==> src/design/mpi_pkg.sv <==
// Shared constants and types for the minimum partition imbalance block.
`default_nettype none
package mpi_pkg;

    localparam int PX_W         = 16;   // jet momentum component width
    localparam int PT_W         = 16;   // stored jet pt width
    localparam int SQ_W         = 32;   // px^2 + py^2 width
    localparam int TOT_W        = 19;   // total and imbalance width
    localparam int JU_W         = 4;    // jets_used width
    localparam int MAX_JETS_DEF = 8;
    localparam int QUEUE_DEPTH_DEF = 4;

    localparam logic [TOT_W-1:0] TOTAL_MAX = {TOT_W{1'b1}};

    // One command from the front to the back.
    typedef struct packed {
        logic signed [PX_W-1:0] px;
        logic signed [PX_W-1:0] py;
        logic                   jet;
        logic                   last;
    } t_cmd;

endpackage
`default_nettype wire

==> src/design/mpi_if.sv <==
// Valid/ready channel interfaces for jet words and result words.
`default_nettype none
interface mpi_jet_if;
    import mpi_pkg::*;
    logic                   valid;
    logic                   ready;
    logic signed [PX_W-1:0] jet_px;
    logic signed [PX_W-1:0] jet_py;
    logic                   jet_present;
    logic                   last_jet;

    modport source (output valid, output jet_px, output jet_py,
                    output jet_present, output last_jet, input ready);
    modport sink   (input valid, input jet_px, input jet_py,
                    input jet_present, input last_jet, output ready);
endinterface

interface mpi_res_if;
    import mpi_pkg::*;
    logic              valid;
    logic              ready;
    logic [TOT_W-1:0]  min_imbalance;
    logic [TOT_W-1:0]  total_pt;
    logic [JU_W-1:0]   jets_used;
    logic              jets_dropped;

    modport source (output valid, output min_imbalance, output total_pt,
                    output jets_used, output jets_dropped, input ready);
    modport sink   (input valid, input min_imbalance, input total_pt,
                    input jets_used, input jets_dropped, output ready);
endinterface
`default_nettype wire

==> src/design/mpi_front.sv <==
// Input stage: takes jet words and turns them into back-end commands.
`default_nettype none
module mpi_front (
    input  wire logic   i_clk,
    input  wire logic   i_rst_n,
    mpi_jet_if.sink     i_jet,
    output mpi_pkg::t_cmd o_cmd,
    output logic        o_cmd_valid,
    input  wire logic   i_cmd_ready
);
    import mpi_pkg::*;

    logic r_valid;
    t_cmd r_cmd;
    logic w_accept;

    assign i_jet.ready = !r_valid || i_cmd_ready;
    assign w_accept    = i_jet.valid && i_jet.ready;

    // a word with no jet and no end marker carries nothing and is dropped here
    always_ff @(posedge i_clk) begin
        if (!i_rst_n) begin
            r_valid <= 1'b0;
        end else if (w_accept) begin
            r_valid <= i_jet.jet_present || i_jet.last_jet;
        end else if (i_cmd_ready) begin
            r_valid <= 1'b0;
        end
    end

    always_ff @(posedge i_clk) begin
        if (w_accept) begin
            r_cmd.px   <= i_jet.jet_px;
            r_cmd.py   <= i_jet.jet_py;
            r_cmd.jet  <= i_jet.jet_present;
            r_cmd.last <= i_jet.last_jet;
        end
    end

    assign o_cmd       = r_cmd;
    assign o_cmd_valid = r_valid;

endmodule
`default_nettype wire

==> src/design/mpi_queue.sv <==
// Short command FIFO between the front and the back.
`default_nettype none
module mpi_queue #(
    parameter int DEPTH = mpi_pkg::QUEUE_DEPTH_DEF
) (
    input  wire logic    i_clk,
    input  wire logic    i_rst_n,
    input  wire mpi_pkg::t_cmd i_push_cmd,
    input  wire logic    i_push_valid,
    output logic         o_push_ready,
    output mpi_pkg::t_cmd o_pop_cmd,
    output logic         o_pop_valid,
    input  wire logic    i_pop_ready
);
    import mpi_pkg::*;

    localparam int AW = (DEPTH > 1) ? $clog2(DEPTH) : 1;
    localparam int CW = $clog2(DEPTH + 1);

    t_cmd          r_mem [DEPTH];
    logic [AW-1:0] r_wptr;
    logic [AW-1:0] r_rptr;
    logic [CW-1:0] r_cnt;
    t_cmd          r_out_cmd;
    logic          r_out_valid;
    logic          w_push;
    logic          w_pop;
    logic          w_fill;
    logic          w_rd;
    logic          w_bypass;
    logic          w_wr;

    assign o_push_ready = (r_cnt != CW'(DEPTH));
    assign o_pop_valid  = r_out_valid;
    assign o_pop_cmd    = r_out_cmd;
    assign w_push       = i_push_valid && o_push_ready;
    assign w_pop        = r_out_valid && i_pop_ready;

    // output register takes a new word when it is empty or being popped;
    // with the array empty the pushed word goes straight to it
    assign w_fill   = !r_out_valid || w_pop;
    assign w_rd     = w_fill && (r_cnt != '0);
    assign w_bypass = w_fill && (r_cnt == '0) && w_push;
    assign w_wr     = w_push && !w_bypass;

    always_ff @(posedge i_clk) begin
        if (!i_rst_n) begin
            r_wptr      <= '0;
            r_rptr      <= '0;
            r_cnt       <= '0;
            r_out_valid <= 1'b0;
        end else begin
            if (w_wr) begin
                r_wptr <= (r_wptr == AW'(DEPTH - 1)) ? '0 : r_wptr + 1'b1;
            end
            if (w_rd) begin
                r_rptr <= (r_rptr == AW'(DEPTH - 1)) ? '0 : r_rptr + 1'b1;
            end
            if (w_wr && !w_rd) begin
                r_cnt <= r_cnt + 1'b1;
            end else if (w_rd && !w_wr) begin
                r_cnt <= r_cnt - 1'b1;
            end
            if (w_fill) begin
                r_out_valid <= w_rd || w_bypass;
            end
        end
    end

    always_ff @(posedge i_clk) begin
        if (w_wr) begin
            r_mem[r_wptr] <= i_push_cmd;
        end
        if (w_rd) begin
            r_out_cmd <= r_mem[r_rptr];
        end else if (w_bypass) begin
            r_out_cmd <= i_push_cmd;
        end
    end

endmodule
`default_nettype wire

==> src/design/mpi_back.sv <==
// Back end: pt by shared multiplier and bit-serial square root, pt store,
// Gray-code subset walk and the result register.
`default_nettype none
module mpi_back #(
    parameter int MAX_JETS = mpi_pkg::MAX_JETS_DEF
) (
    input  wire logic     i_clk,
    input  wire logic     i_rst_n,
    input  wire mpi_pkg::t_cmd i_cmd,
    input  wire logic     i_cmd_valid,
    output logic          o_cmd_ready,
    mpi_res_if.source     o_res
);
    import mpi_pkg::*;

    localparam int CNT_W = $clog2(MAX_JETS + 1);
    localparam int IDX_W = (MAX_JETS > 1) ? $clog2(MAX_JETS) : 1;
    localparam int KW    = MAX_JETS + 1;
    localparam int SUM_W = PT_W + $clog2(MAX_JETS + 1);
    localparam int DW    = (SUM_W + 1 > TOT_W) ? SUM_W + 1 : TOT_W;

    localparam logic [2:0] S_IDLE   = 3'd0;
    localparam logic [2:0] S_MULX   = 3'd1;
    localparam logic [2:0] S_MULY   = 3'd2;
    localparam logic [2:0] S_SQRT   = 3'd3;
    localparam logic [2:0] S_STORE  = 3'd4;
    localparam logic [2:0] S_INIT   = 3'd5;
    localparam logic [2:0] S_SEARCH = 3'd6;
    localparam logic [2:0] S_DRAIN  = 3'd7;

    logic [2:0]             r_state, n_state;
    logic signed [PX_W-1:0] r_px, r_py;
    logic                   r_last;
    logic [SQ_W-1:0]        r_sq;
    logic [SQ_W-1:0]        r_root;
    logic [SQ_W-1:0]        r_bit;
    logic [CNT_W-1:0]       r_count;
    logic [TOT_W-1:0]       r_total;
    logic                   r_overflow;
    logic [PT_W-1:0]        r_mem [MAX_JETS];
    logic [KW-1:0]          r_k;
    logic [PT_W-1:0]        r_rd;
    logic                   r_a_v, r_a_dir;
    logic                   r_b_v;
    logic                   r_c_v;
    logic [SUM_W-1:0]       r_sum;
    logic [DW-1:0]          r_diff;
    logic [TOT_W-1:0]       r_best;
    logic                   r_out_valid;
    logic [TOT_W-1:0]       r_out_min, r_out_total;
    logic [JU_W-1:0]        r_out_used;
    logic                   r_out_drop;

    logic                   w_pop;
    logic                   w_room;
    logic signed [2*PX_W-1:0] w_prod;
    logic [SQ_W-1:0]        w_trial;
    logic [TOT_W:0]         w_tsum;
    logic [KW-1:0]          w_lim;
    logic                   w_issue;
    logic [IDX_W-1:0]       w_idx;
    logic [KW-1:0]          w_gray;
    logic [DW-1:0]          w_twice, w_tot;
    logic                   w_empty;
    logic                   w_load;

    assign o_cmd_ready = (r_state == S_IDLE);
    assign w_pop       = i_cmd_valid && o_cmd_ready;
    assign w_room      = (r_count < CNT_W'(MAX_JETS));

    assign w_prod  = (r_state == S_MULX) ? r_px * r_px : r_py * r_py;
    assign w_trial = r_root + r_bit;
    assign w_tsum  = {1'b0, r_total} + (TOT_W + 1)'(r_root[PT_W-1:0]);

    // subset walk: step k flips the jet at the lowest set bit of k
    assign w_lim   = KW'(1) << r_count;
    assign w_issue = (r_k < w_lim);
    assign w_gray  = r_k ^ (r_k >> 1);
    always_comb begin
        w_idx = '0;
        for (int j = MAX_JETS - 1; j >= 0; j--) begin
            if (r_k[j]) begin
                w_idx = IDX_W'(j);
            end
        end
    end

    assign w_twice = DW'({r_sum, 1'b0});
    assign w_tot   = DW'(r_total);
    assign w_empty = !r_a_v && !r_b_v && !r_c_v;
    assign w_load  = (r_state == S_DRAIN) && w_empty && (!r_out_valid || o_res.ready);

    always_comb begin
        n_state = r_state;
        case (r_state)
            S_IDLE: begin
                if (w_pop) begin
                    if (i_cmd.jet && w_room) begin
                        n_state = S_MULX;
                    end else if (i_cmd.last) begin
                        n_state = S_INIT;
                    end
                end
            end
            S_MULX:   n_state = S_MULY;
            S_MULY:   n_state = S_SQRT;
            S_SQRT: begin
                if (r_bit[0]) begin
                    n_state = S_STORE;
                end
            end
            S_STORE:  n_state = r_last ? S_INIT : S_IDLE;
            S_INIT:   n_state = S_SEARCH;
            S_SEARCH: begin
                if (!w_issue) begin
                    n_state = S_DRAIN;
                end
            end
            S_DRAIN: begin
                if (w_load) begin
                    n_state = S_IDLE;
                end
            end
            default:  n_state = S_IDLE;
        endcase
    end

    // control state
    always_ff @(posedge i_clk) begin
        if (!i_rst_n) begin
            r_state     <= S_IDLE;
            r_count     <= '0;
            r_total     <= '0;
            r_overflow  <= 1'b0;
            r_a_v       <= 1'b0;
            r_b_v       <= 1'b0;
            r_c_v       <= 1'b0;
            r_out_valid <= 1'b0;
        end else begin
            r_state <= n_state;
            r_a_v   <= (r_state == S_SEARCH) && w_issue;
            r_b_v   <= r_a_v;
            r_c_v   <= r_b_v;
            if (w_pop && i_cmd.jet && !w_room) begin
                r_overflow <= 1'b1;
            end
            if (r_state == S_STORE) begin
                r_count <= r_count + 1'b1;
                r_total <= (w_tsum > (TOT_W + 1)'(TOTAL_MAX)) ? TOTAL_MAX
                                                              : w_tsum[TOT_W-1:0];
            end
            if (w_load) begin
                r_out_valid <= 1'b1;
                r_count     <= '0;
                r_total     <= '0;
                r_overflow  <= 1'b0;
            end else if (o_res.ready) begin
                r_out_valid <= 1'b0;
            end
        end
    end

    // datapath
    always_ff @(posedge i_clk) begin
        if (w_pop) begin
            r_px   <= i_cmd.px;
            r_py   <= i_cmd.py;
            r_last <= i_cmd.last;
        end
        case (r_state)
            S_MULX: begin
                r_sq <= SQ_W'($unsigned(w_prod));
            end
            S_MULY: begin
                r_sq   <= r_sq + SQ_W'($unsigned(w_prod));
                r_root <= '0;
                r_bit  <= SQ_W'(1) << (SQ_W - 2);
            end
            S_SQRT: begin
                if (r_sq >= w_trial) begin
                    r_sq   <= r_sq - w_trial;
                    r_root <= (r_root >> 1) + r_bit;
                end else begin
                    r_root <= r_root >> 1;
                end
                r_bit <= r_bit >> 2;
            end
            S_INIT: begin
                r_k    <= KW'(1);
                r_sum  <= '0;
                r_best <= r_total;
            end
            S_SEARCH: begin
                if (w_issue) begin
                    r_k <= r_k + 1'b1;
                end
            end
            default: begin
            end
        endcase
        if (r_state == S_SEARCH) begin
            r_a_dir <= w_gray[w_idx];
        end
        if (r_b_v) begin
            r_diff <= (w_twice >= w_tot) ? w_twice - w_tot : w_tot - w_twice;
        end
        if (r_c_v && (r_diff < DW'(r_best))) begin
            r_best <= r_diff[TOT_W-1:0];
        end
        if (r_a_v) begin
            r_sum <= r_a_dir ? r_sum + SUM_W'(r_rd) : r_sum - SUM_W'(r_rd);
        end
        if (w_load) begin
            r_out_min   <= r_best;
            r_out_total <= r_total;
            r_out_used  <= JU_W'(r_count);
            r_out_drop  <= r_overflow;
        end
    end

    // pt store: one write port, one registered read port
    always_ff @(posedge i_clk) begin
        if (r_state == S_STORE) begin
            r_mem[r_count[IDX_W-1:0]] <= r_root[PT_W-1:0];
        end
        r_rd <= r_mem[w_idx];
    end

    assign o_res.valid         = r_out_valid;
    assign o_res.min_imbalance = r_out_min;
    assign o_res.total_pt      = r_out_total;
    assign o_res.jets_used     = r_out_used;
    assign o_res.jets_dropped  = r_out_drop;

`ifndef SYNTHESIS
    a_count_bound: assert property (@(posedge i_clk) disable iff (!i_rst_n)
        r_count <= CNT_W'(MAX_JETS))
        else $error("jet count past store depth");

    a_walk_window: assert property (@(posedge i_clk) disable iff (!i_rst_n)
        r_b_v |-> (r_state == S_SEARCH || r_state == S_DRAIN))
        else $error("subset walk active outside search");

    a_best_le_total: assert property (@(posedge i_clk) disable iff (!i_rst_n)
        (r_state == S_DRAIN && w_empty) |-> (r_best <= r_total))
        else $error("imbalance above total");

    a_event_clear: assert property (@(posedge i_clk) disable iff (!i_rst_n)
        w_load |=> (r_count == '0 && r_total == '0 && !r_overflow && r_out_valid))
        else $error("event state not cleared after result");
`endif

endmodule
`default_nettype wire

==> src/design/min_partition_imbalance.sv <==
// Minimum two-way partition imbalance of one event's jets.
// i_jet takes one jet word per handshake (px, py in 0.25 GeV units,
// jet_present, last_jet); o_res gives one result word per event: the least
// |total - 2*subset| over all jet subsets, the total pt, jets used and an
// overflow flag. A word with no jet and no end marker is discarded.
// Each stored jet passes the back end in order: command pop, px^2 then
// py^2 on the shared 16x16 multiplier, the bit-serial square root and a
// store; no new command is taken until it is stored. A jet beyond
// MAX_JETS is popped but not stored, and sets the overflow flag. The event
// end runs a Gray-code walk over 2^n subsets, one step per cycle through
// the single read port of the pt store, between an init and a drain state.
// The front stage and command queue keep taking words while the back end
// works, until the queue and the front stage register are both full.
// A finished result sits in the output register; if the receiver stalls,
// the back end waits with the next event's end until that word is taken.
// Synchronous reset empties the queue, the event state and the output.
`default_nettype none
module min_partition_imbalance #(
    parameter int MAX_JETS    = mpi_pkg::MAX_JETS_DEF,
    parameter int QUEUE_DEPTH = mpi_pkg::QUEUE_DEPTH_DEF
) (
    input  wire logic i_clk,
    input  wire logic i_rst_n,
    mpi_jet_if.sink   i_jet,
    mpi_res_if.source o_res
);
    import mpi_pkg::*;

    t_cmd w_f_cmd;
    logic w_f_valid;
    logic w_f_ready;
    t_cmd w_q_cmd;
    logic w_q_valid;
    logic w_q_ready;

    mpi_front u_front (
        .i_clk       (i_clk),
        .i_rst_n     (i_rst_n),
        .i_jet       (i_jet),
        .o_cmd       (w_f_cmd),
        .o_cmd_valid (w_f_valid),
        .i_cmd_ready (w_f_ready)
    );

    mpi_queue #(
        .DEPTH (QUEUE_DEPTH)
    ) u_queue (
        .i_clk        (i_clk),
        .i_rst_n      (i_rst_n),
        .i_push_cmd   (w_f_cmd),
        .i_push_valid (w_f_valid),
        .o_push_ready (w_f_ready),
        .o_pop_cmd    (w_q_cmd),
        .o_pop_valid  (w_q_valid),
        .i_pop_ready  (w_q_ready)
    );

    mpi_back #(
        .MAX_JETS (MAX_JETS)
    ) u_back (
        .i_clk       (i_clk),
        .i_rst_n     (i_rst_n),
        .i_cmd       (w_q_cmd),
        .i_cmd_valid (w_q_valid),
        .o_cmd_ready (w_q_ready),
        .o_res       (o_res)
    );

endmodule
`default_nettype wire
==> src/flat_wrapper.sv <==
// flat-port wrapper written by rule: the top's interface ports become plain ports
module min_partition_imbalance_flat import mpi_pkg::*;
#(
    parameter int MAX_JETS    = mpi_pkg::MAX_JETS_DEF,
    parameter int QUEUE_DEPTH = mpi_pkg::QUEUE_DEPTH_DEF
)
  (i_clk, i_rst_n, i_jet_valid, i_jet_jet_px, i_jet_jet_py, i_jet_jet_present, i_jet_last_jet, i_jet_ready, o_res_valid, o_res_min_imbalance, o_res_total_pt, o_res_jets_used, o_res_jets_dropped, o_res_ready);
  mpi_jet_if i_jet_i ();
  mpi_res_if o_res_i ();
  input  wire logic i_clk;
  input  wire logic i_rst_n;
  input wire logic [$bits(i_jet_i.valid)-1:0] i_jet_valid;
  input wire logic [$bits(i_jet_i.jet_px)-1:0] i_jet_jet_px;
  input wire logic [$bits(i_jet_i.jet_py)-1:0] i_jet_jet_py;
  input wire logic [$bits(i_jet_i.jet_present)-1:0] i_jet_jet_present;
  input wire logic [$bits(i_jet_i.last_jet)-1:0] i_jet_last_jet;
  output wire logic [$bits(i_jet_i.ready)-1:0] i_jet_ready;
  output wire logic [$bits(o_res_i.valid)-1:0] o_res_valid;
  output wire logic [$bits(o_res_i.min_imbalance)-1:0] o_res_min_imbalance;
  output wire logic [$bits(o_res_i.total_pt)-1:0] o_res_total_pt;
  output wire logic [$bits(o_res_i.jets_used)-1:0] o_res_jets_used;
  output wire logic [$bits(o_res_i.jets_dropped)-1:0] o_res_jets_dropped;
  input wire logic [$bits(o_res_i.ready)-1:0] o_res_ready;
  assign i_jet_i.valid = i_jet_valid;
  assign i_jet_i.jet_px = i_jet_jet_px;
  assign i_jet_i.jet_py = i_jet_jet_py;
  assign i_jet_i.jet_present = i_jet_jet_present;
  assign i_jet_i.last_jet = i_jet_last_jet;
  assign i_jet_ready = i_jet_i.ready;
  assign o_res_valid = o_res_i.valid;
  assign o_res_min_imbalance = o_res_i.min_imbalance;
  assign o_res_total_pt = o_res_i.total_pt;
  assign o_res_jets_used = o_res_i.jets_used;
  assign o_res_jets_dropped = o_res_i.jets_dropped;
  assign o_res_i.ready = o_res_ready;
  min_partition_imbalance #(.MAX_JETS(MAX_JETS), .QUEUE_DEPTH(QUEUE_DEPTH)) u_core (.i_clk(i_clk), .i_rst_n(i_rst_n), .i_jet(i_jet_i), .o_res(o_res_i));
endmodule
==> config.mk <==
export PLATFORM = sky130hd
export DESIGN_NAME = min_partition_imbalance_flat
export DESIGN_NICKNAME = d
export VERILOG_FILES = /design/src/design/mpi_pkg.sv /design/src/design/mpi_if.sv /design/src/design/mpi_front.sv /design/src/design/mpi_queue.sv /design/src/design/mpi_back.sv /design/src/design/min_partition_imbalance.sv /design/src/flat_wrapper.sv
export SDC_FILE = /design/constraint.sdc
export NUM_CORES = 2
export LEC_CHECK = 0
export BUFFER_PORTS_ARGS = -buffer_cell sky130_fd_sc_hd__clkbuf_2
export CAP_MARGIN = 20
export CORE_MARGIN = 10
export CORE_UTILIZATION = 66
export DETAILED_ROUTE_END_ITERATION = 7
export PLACE_DENSITY_LB_ADDON = 0.15
export SETUP_SLACK_MARGIN = 0.4
export SYNTH_ARGS = -nofsm -noshare
export SYNTH_HDL_FRONTEND = slang
export SYNTH_SLANG_ARGS = --single-unit
export TNS_END_PERCENT = 20
==> constraint.sdc <==
create_clock -name i_clk -period 14.54 [get_ports i_clk]
set_input_delay 4.362 -clock i_clk [delete_from_list [all_inputs] [get_ports i_clk]]
set_output_delay 4.362 -clock i_clk [all_outputs]
set_load 0.01 [all_outputs]
---- Word-level counts from Yosys, hierarchy flattened ----
Memories as Yosys holds them, arrays and structs flattened. A register that Yosys moved wholly into a read port is not among the register bits.
Cells that the tools add are included.
cells by class
  add/sub/neg operators ................... 15
  multipliers ............................. 2
  order comparisons ....................... 7
  eq/ne operators ......................... 17
  shifts and indexed selects .............. 1
  multiplexer cells ....................... 49
  bitwise operators ....................... 2
  reductions and logical operators ........ 49
operators by type and width
  cell                                                                               count
  32-bit one-hot mux with 2 select lines                                             2
  32-bit 2-to-1 mux                                                                  3
  32-bit one-hot mux with 3 select lines                                             1
  34-bit 2-to-1 mux                                                                  2
  32-bit adder                                                                       2
  16-bit by 16-bit multiplier with 32-bit output                                     2
  20-bit 2-to-1 mux                                                                  3
  19-bit 2-to-1 mux                                                                  3
  3-bit 2-to-1 mux                                                                   17
  31-bit by 32-bit adder with 32-bit output                                          1
  32-bit greater-or-equal comparator                                                 1
  32-bit subtractor                                                                  1
  3-bit one-hot mux with 8 select lines                                              1
  21-bit by 19-bit greater-or-equal comparator with 1-bit output                     1
  21-bit by 19-bit < comparator with 1-bit output                                    1
  21-bit 2-to-1 mux                                                                  1
  19-bit by 21-bit subtractor with 21-bit output                                     1
  21-bit by 19-bit subtractor with 21-bit output                                     1
  19-bit by 16-bit adder with 20-bit output                                          1
  20-bit by 16-bit adder with 20-bit output                                          1
  20-bit by 19-bit greater-than comparator with 1-bit output, second input constant  1
  20-bit by 16-bit subtractor with 20-bit output                                     1
  1-bit logical AND                                                                  18
  9-bit one-hot mux with 2 select lines                                              1
  other kinds (30)                                                                   75
storage, ports and cells
  register bits ........................... 350
  bits in writable memories ............... 264
  input port bits ......................... 38
  output and inout bits ................... 45
  word-level logic and storage cells ...... 180
  memories kept ........................... 2
memories
  memory                words  width  read ports  clocked after memory_dff  write ports  RTL line         RTL
  u_core.u_queue.r_mem  4      34     1           1                         1            mpi_queue.sv:20  t_cmd r_mem [DEPTH];
  u_core.u_back.r_mem   8      16     1           1                         1            mpi_back.sv:40   logic [PT_W-1:0] r_mem [MAX_JETS];

---- Longest topological paths before layout ----
  depth after elaboration ................. 11
  mapped depth ............................ 38
  mapped depth without buffers ............ 38

---- Hierarchy ----
Synthesis repeated with hierarchy kept, for this count alone.
unflattened totals
  cell total of the unflattened synthesis .. 4533
  area, all modules ....................... 50383.3 µm²
by module, submodules not included
  module     times used  cells each  area each (µm²)  sequential area each (µm²)
  mpi_back   1           4187        42273.0          11571.1
  mpi_queue  1           307         7034.2           5305.1
  mpi_front  1           39          1076.0           1041.0

---- Least setup slack after synthesis ----
Ideal clock, no wire load.
  path kind ............................... flip-flop to flip-flop
  from .................................... reg u_core.u_back.r_py[9]
  to ...................................... reg u_core.u_back.r_sq[31] (data pin)
  setup time .............................. 272 ps
  arrival time ............................ 8124 ps
  setup slack ............................. 6144 ps
  cell stages (with the launch flop) ...... 35
  path buffers ............................ 1
  period minus slack after synthesis ...... 8396 ps
  cell sequence ........................... edfxtp_1 -> clkbuf_1 -> nand2_1 -> inv_1 -> fa_1 -> inv_1 -> fa_1 -> fa_1 -> fa_1 -> inv_1 -> fa_1 -> fa_1 -> ha_1 -> a21o_1 -> a21o_1 -> a21o_1 -> a31oi_1 -> o21ai_1 -> a21o_1 -> a21o_1 -> a21o_1 -> a21oi_1 -> xor2_1 -> o21ai_0 -> ha_1 -> a21o_1 -> a21oi_1 -> o21bai_1 -> nand2_1 -> o21ai_2 -> o41a_4 -> a21oi_4 -> mux2_1 -> nor4_1 -> or4_1
between the ends
  word-level cells in the longest chain between the ends .. 4
ends and longest elaborated chain
  item                                                RTL line         RTL
  start: declaration                                  mpi_back.sv:32   logic signed [PX_W-1:0] r_px, r_py;
  start signal: assignment                            mpi_back.sv:167  r_py <= i_cmd.py;
  16-bit by 16-bit multiplier with 32-bit output (*)  mpi_back.sv:71   assign w_prod = (r_state == S_MULX) ? r_px * r_px : r_py * r_py;
  32-bit 2-to-1 mux (*)                               mpi_back.sv:71
  32-bit adder                                        mpi_back.sv:175  r_sq <= r_sq + SQ_W'($unsigned(w_prod));
  32-bit one-hot mux with 3 select lines (*)          mpi_back.sv:170  case (r_state)
  end signal: assignment                              mpi_back.sv:172  r_sq <= SQ_W'($unsigned(w_prod));
  end signal: assignment                              mpi_back.sv:175
  end signal: assignment                              mpi_back.sv:181  r_sq <= r_sq - w_trial;
  end: declaration                                    mpi_back.sv:34   logic [SQ_W-1:0] r_sq;
Every way passes the cells marked *; elsewhere a longest branch is shown, timed or not.
A chain may end at the register's enable or synchronous reset.

---- Worst setup path in the final report ----
  from .................................... reg u_core.u_back.r_py[15]
  to ...................................... reg u_core.u_back.r_sq[31] (data pin)
Same word-level chain as after synthesis.

==> flow_summary.json <==
{
  "timing.critical_path.from_type": "flip-flop",
  "drt_drc_violations_left": 0,
  "worstHoldPathType": "reg2reg",
  "synth.most_common_cell": "sky130_fd_sc_hd__inv_1",
  "post_synth_num_cell_types": 89,
  "async_reset_ff_share_pct": 0,
  "worst_slew_margin_rel_pct": 26.2,
  "htree_num_levels": 3,
  "max_cap_violations": 0,
  "cts_resized": 0,
  "cts_root_buffer": "sky130_fd_sc_hd__clkbuf_16",
  "synth_edf_count": 558,
  "synth_largest_type_area_fraction_pct": 33.5,
  "hold_viol_final": 0,
  "cp.arrival_ns": 9.79,
  "placed_area_um2": 51600,
  "reg2reg_to": "u_core.u_back.r_sq[31]",
  "detail_route.wl_per_cell_um": 19.9,
  "rrSetupSlack_ns": 5.11,
  "place_congestion": 0.936,
  "setup_skew_ns": 0.0398,
  "io_pins": 83,
  "placementRows": 100,
  "yosysSeqAreaShare_pct": 35.8,
  "floorplan.die.width_um": 295,
  "fmax_mhz": 106,
  "route.vias.total": 33400,
  "setup.worst_path.end_class": "flip-flop",
  "yosys-top-cells-area": "sky130_fd_sc_hd__edfxtp_1, sky130_fd_sc_hd__fa_1, sky130_fd_sc_hd__ha_1",
  "drt_pre_antenna_iters": 5,
  "critPathLaunch": "u_core.u_back.r_py[15]",
  "postLayoutCellArea_um2": 53900,
  "fraction_of_final_layout_cells_sized_beyond_drive_strength_1_pct": 8.79,
  "vias_per_cell": 5.95,
  "setup_violations": 0,
  "timing.final.crit_share_pct": 64.8,
  "postCtsHoldBufs": 0,
  "cp.depth": 26,
  "pin_count_of_the_biggest_net_entering_global_routing": 78,
  "postRouteWirelength_mm": 112,
  "post_synth_inst_count": 4539,
  "tritoncts": "built",
  "cts.clk_slew.worst_paths_ns": 0.06,
  "critical-path-top-delay-family": "adder cells",
  "core_area_um2": 74800,
  "timing.critical_path.to": "u_core.u_back.r_sq[31]",
  "post-cts-setup-buffer-count": 0,
  "antenna_cells_inserted": 0,
  "grt_first_pass_wirelength_mm": 184,
  "rsz0062_at_grt": "no",
  "max-clock-path-buffers": 3,
  "critPathMaxFanout": 21,
  "avgSynthCellArea_um2": 11.0,
  "dp_hpwl_mm": 85.9,
  "first_global_vias": 34900,
  "synth_seq_cells": 616,
  "drv_slew": 0,
  "syn_std_cell_area_um2": 50000,
  "final-instance-count-excl-fill": 5622,
  "timing.critical_path.mode_cell": "sky130_fd_sc_hd__fa_1",
  "worstSkewPairLatency_ns": 0.64,
  "mappedNetlistNets": 5441,
  "critical_path_class": "reg2reg",
  "placed_cells": 5500,
  "utilization_pct": 72.1,
  "setup_total_negative_slack_ns": 0,
  "worstRegToRegCells": 26,
  "drt_first_iter_violations": 2482,
  "status": "finished, final reports clean",
  "yosys_warnings": 0,
  "ant_nets": 0,
  "overflow": 0,
  "grt.total_usage_pct": 26.5,
  "crit_slowest_cell": "sky130_fd_sc_hd__edfxtp_1",
  "fp.dieH_um": 295,
  "start_util_pct": 66.9,
  "primary_flip_flop_cell_chosen_by_synthesis_mapping": "sky130_fd_sc_hd__edfxtp_1",
  "antenna_found_initial": 1,
  "synthesis_to_finish_area_growth_pct": 7.74,
  "final_nets": 5504,
  "floorplan.die_area_um2": 87200,
  "cts_inserted_buffers": 67,
  "worst_pin_slew_ns": 1.11,
  "layout_min_cycle_time_ns": 9.43,
  "synthDominantAreaCellType": "sky130_fd_sc_hd__edfxtp_1",
  "worst_path_largest_cell_delay_ns": 0.79,
  "timing.rr.start": "u_core.u_back.r_py[15]",
  "io_buffers": 82,
  "n_fill_cell": 5255,
  "worstPathRequired_ns": 14.90,
  "clock_sinks": 616,
  "worstPathBufferInverterCount": 3,
  "synth.top_cells.by_count": "sky130_fd_sc_hd__inv_1, sky130_fd_sc_hd__edfxtp_1, sky130_fd_sc_hd__fa_1"
}
-- cells in the final DEF (no fill, tap or decap), types with 13 or more instances in the layout --
cell | synthesis | final
sky130_fd_sc_hd__o21ai_1 | 29 | 29
sky130_fd_sc_hd__nand4_1 | 19 | 19
sky130_fd_sc_hd__buf_4 | 1 | 42
sky130_fd_sc_hd__o21ai_0 | 102 | 102
sky130_fd_sc_hd__a31o_2 | 17 | 17
sky130_fd_sc_hd__and3_1 | 32 | 32
sky130_fd_sc_hd__o221ai_1 | 23 | 23
sky130_fd_sc_hd__o21a_1 | 16 | 16
sky130_fd_sc_hd__a221oi_1 | 16 | 16
sky130_fd_sc_hd__xnor2_1 | 134 | 134
sky130_fd_sc_hd__a21o_1 | 111 | 111
sky130_fd_sc_hd__a21oi_1 | 188 | 187
sky130_fd_sc_hd__nor2b_1 | 31 | 30
sky130_fd_sc_hd__nand2b_1 | 39 | 39
sky130_fd_sc_hd__ha_1 | 383 | 383
sky130_fd_sc_hd__edfxtp_1 | 558 | 558
sky130_fd_sc_hd__o211ai_1 | 14 | 14
sky130_fd_sc_hd__o31ai_1 | 14 | 14
sky130_fd_sc_hd__a211oi_1 | 43 | 43
sky130_fd_sc_hd__o21bai_1 | 32 | 31
sky130_fd_sc_hd__mux2_2 | 57 | 57
sky130_fd_sc_hd__nand2_1 | 350 | 350
sky130_fd_sc_hd__nand3_1 | 41 | 41
sky130_fd_sc_hd__nor4_1 | 16 | 13
sky130_fd_sc_hd__xor2_1 | 123 | 123
sky130_fd_sc_hd__or3_1 | 14 | 14
sky130_fd_sc_hd__mux2i_1 | 17 | 17
sky130_fd_sc_hd__clkbuf_16 | 0 | 69
sky130_fd_sc_hd__fa_1 | 481 | 481
sky130_fd_sc_hd__mux4_2 | 68 | 68
sky130_fd_sc_hd__dfxtp_1 | 58 | 57
sky130_fd_sc_hd__a31oi_1 | 38 | 37
sky130_fd_sc_hd__inv_1 | 777 | 776
sky130_fd_sc_hd__and2_1 | 109 | 108
sky130_fd_sc_hd__nor2_1 | 270 | 267
sky130_fd_sc_hd__a22oi_1 | 13 | 13
sky130_fd_sc_hd__nor3_1 | 46 | 41
sky130_fd_sc_hd__clkbuf_2 | 0 | 82
-- metrics by stage --
stage          worst slack (ns)  hold WS, ns
6_report                   5.11        0.410
5_1_grt                    4.63        0.421
4_1_cts                    5.22        0.402
3_5_place_dp               5.21        0.405
3_3_place_gp               5.42        0.400
2_1_floorplan              6.14        0.400
-- area by class of cell --
type,count,area [um^2],share of cell area (%)
Inverter,779,2920,5.42
Sequential cell,616,17900,33.2
Clock inverter,31,387,0.717
Multi-Input combinational cell,3012,28800,53.4
Timing Repair Buffer,126,761,1.41
Clock buffer,89,1910,3.55
Tap cell,969,1210,2.25
-- layer usage --
layer / wire [um] / global-route usage [%]
met1: 47800 / 36.5
met2: 52900 / 43.0
met3: 8160 / 4.72
met4: 3140 / 7.68
met5: 0 / 0
-- cell families (layout without fill, tap and decap cells) --
kind of cell               count (synthesis)  after routing  share of synthesized area, %
and+or+nand+nor                         1002           1002                          9.33
buffers and inverters                    911           1025                          6.84
muxes                                    143            143                          4.71
xor gates and xnor gates                 258            258                          4.53
DFF                                      616            616                          35.8
adders and majority gates                864            864                          28.8
AOI/OAI and AO/OA                        745            745                          9.96
-- flip-flops by register name, indices dropped and copies added, names as in the netlist, 20 cells and up, named ones only --
register                  flops
u_core.u_queue.o_pop_cmd     34
u_core.u_queue.r_mem        136
u_core.u_front.o_cmd         34
u_core.u_back.r_mem         128
u_core.u_back.r_diff         21
u_core.u_back.r_sq           32
u_core.u_back.r_sum          20
u_core.u_back.r_root         32
-- worst min path at each step --
stage / startpoint / to / slack [ns] / cells past startpoint
after floorplan: u_core.u_queue.o_pop_cmd[18] / u_core.u_back.r_px[0] / 0.40 / 0
after global placement: u_core.u_queue.o_pop_cmd[15] / u_core.u_back.r_py[13] / 0.40 / 0
final: u_core.u_queue.o_pop_cmd[9] / u_core.u_back.r_py[7] / 0.41 / 0
after detailed placement: u_core.u_queue.o_pop_cmd[29] / u_core.u_back.r_px[11] / 0.40 / 0
after CTS: u_core.u_queue.o_pop_cmd[9] / u_core.u_back.r_py[7] / 0.40 / 0
after global routing: u_core.u_queue.o_pop_cmd[13] / u_core.u_back.r_py[11] / 0.42 / 0
Power is not shown: default switching activity piles up to over one toggle a cycle in this logic, so the estimate is an artifact.
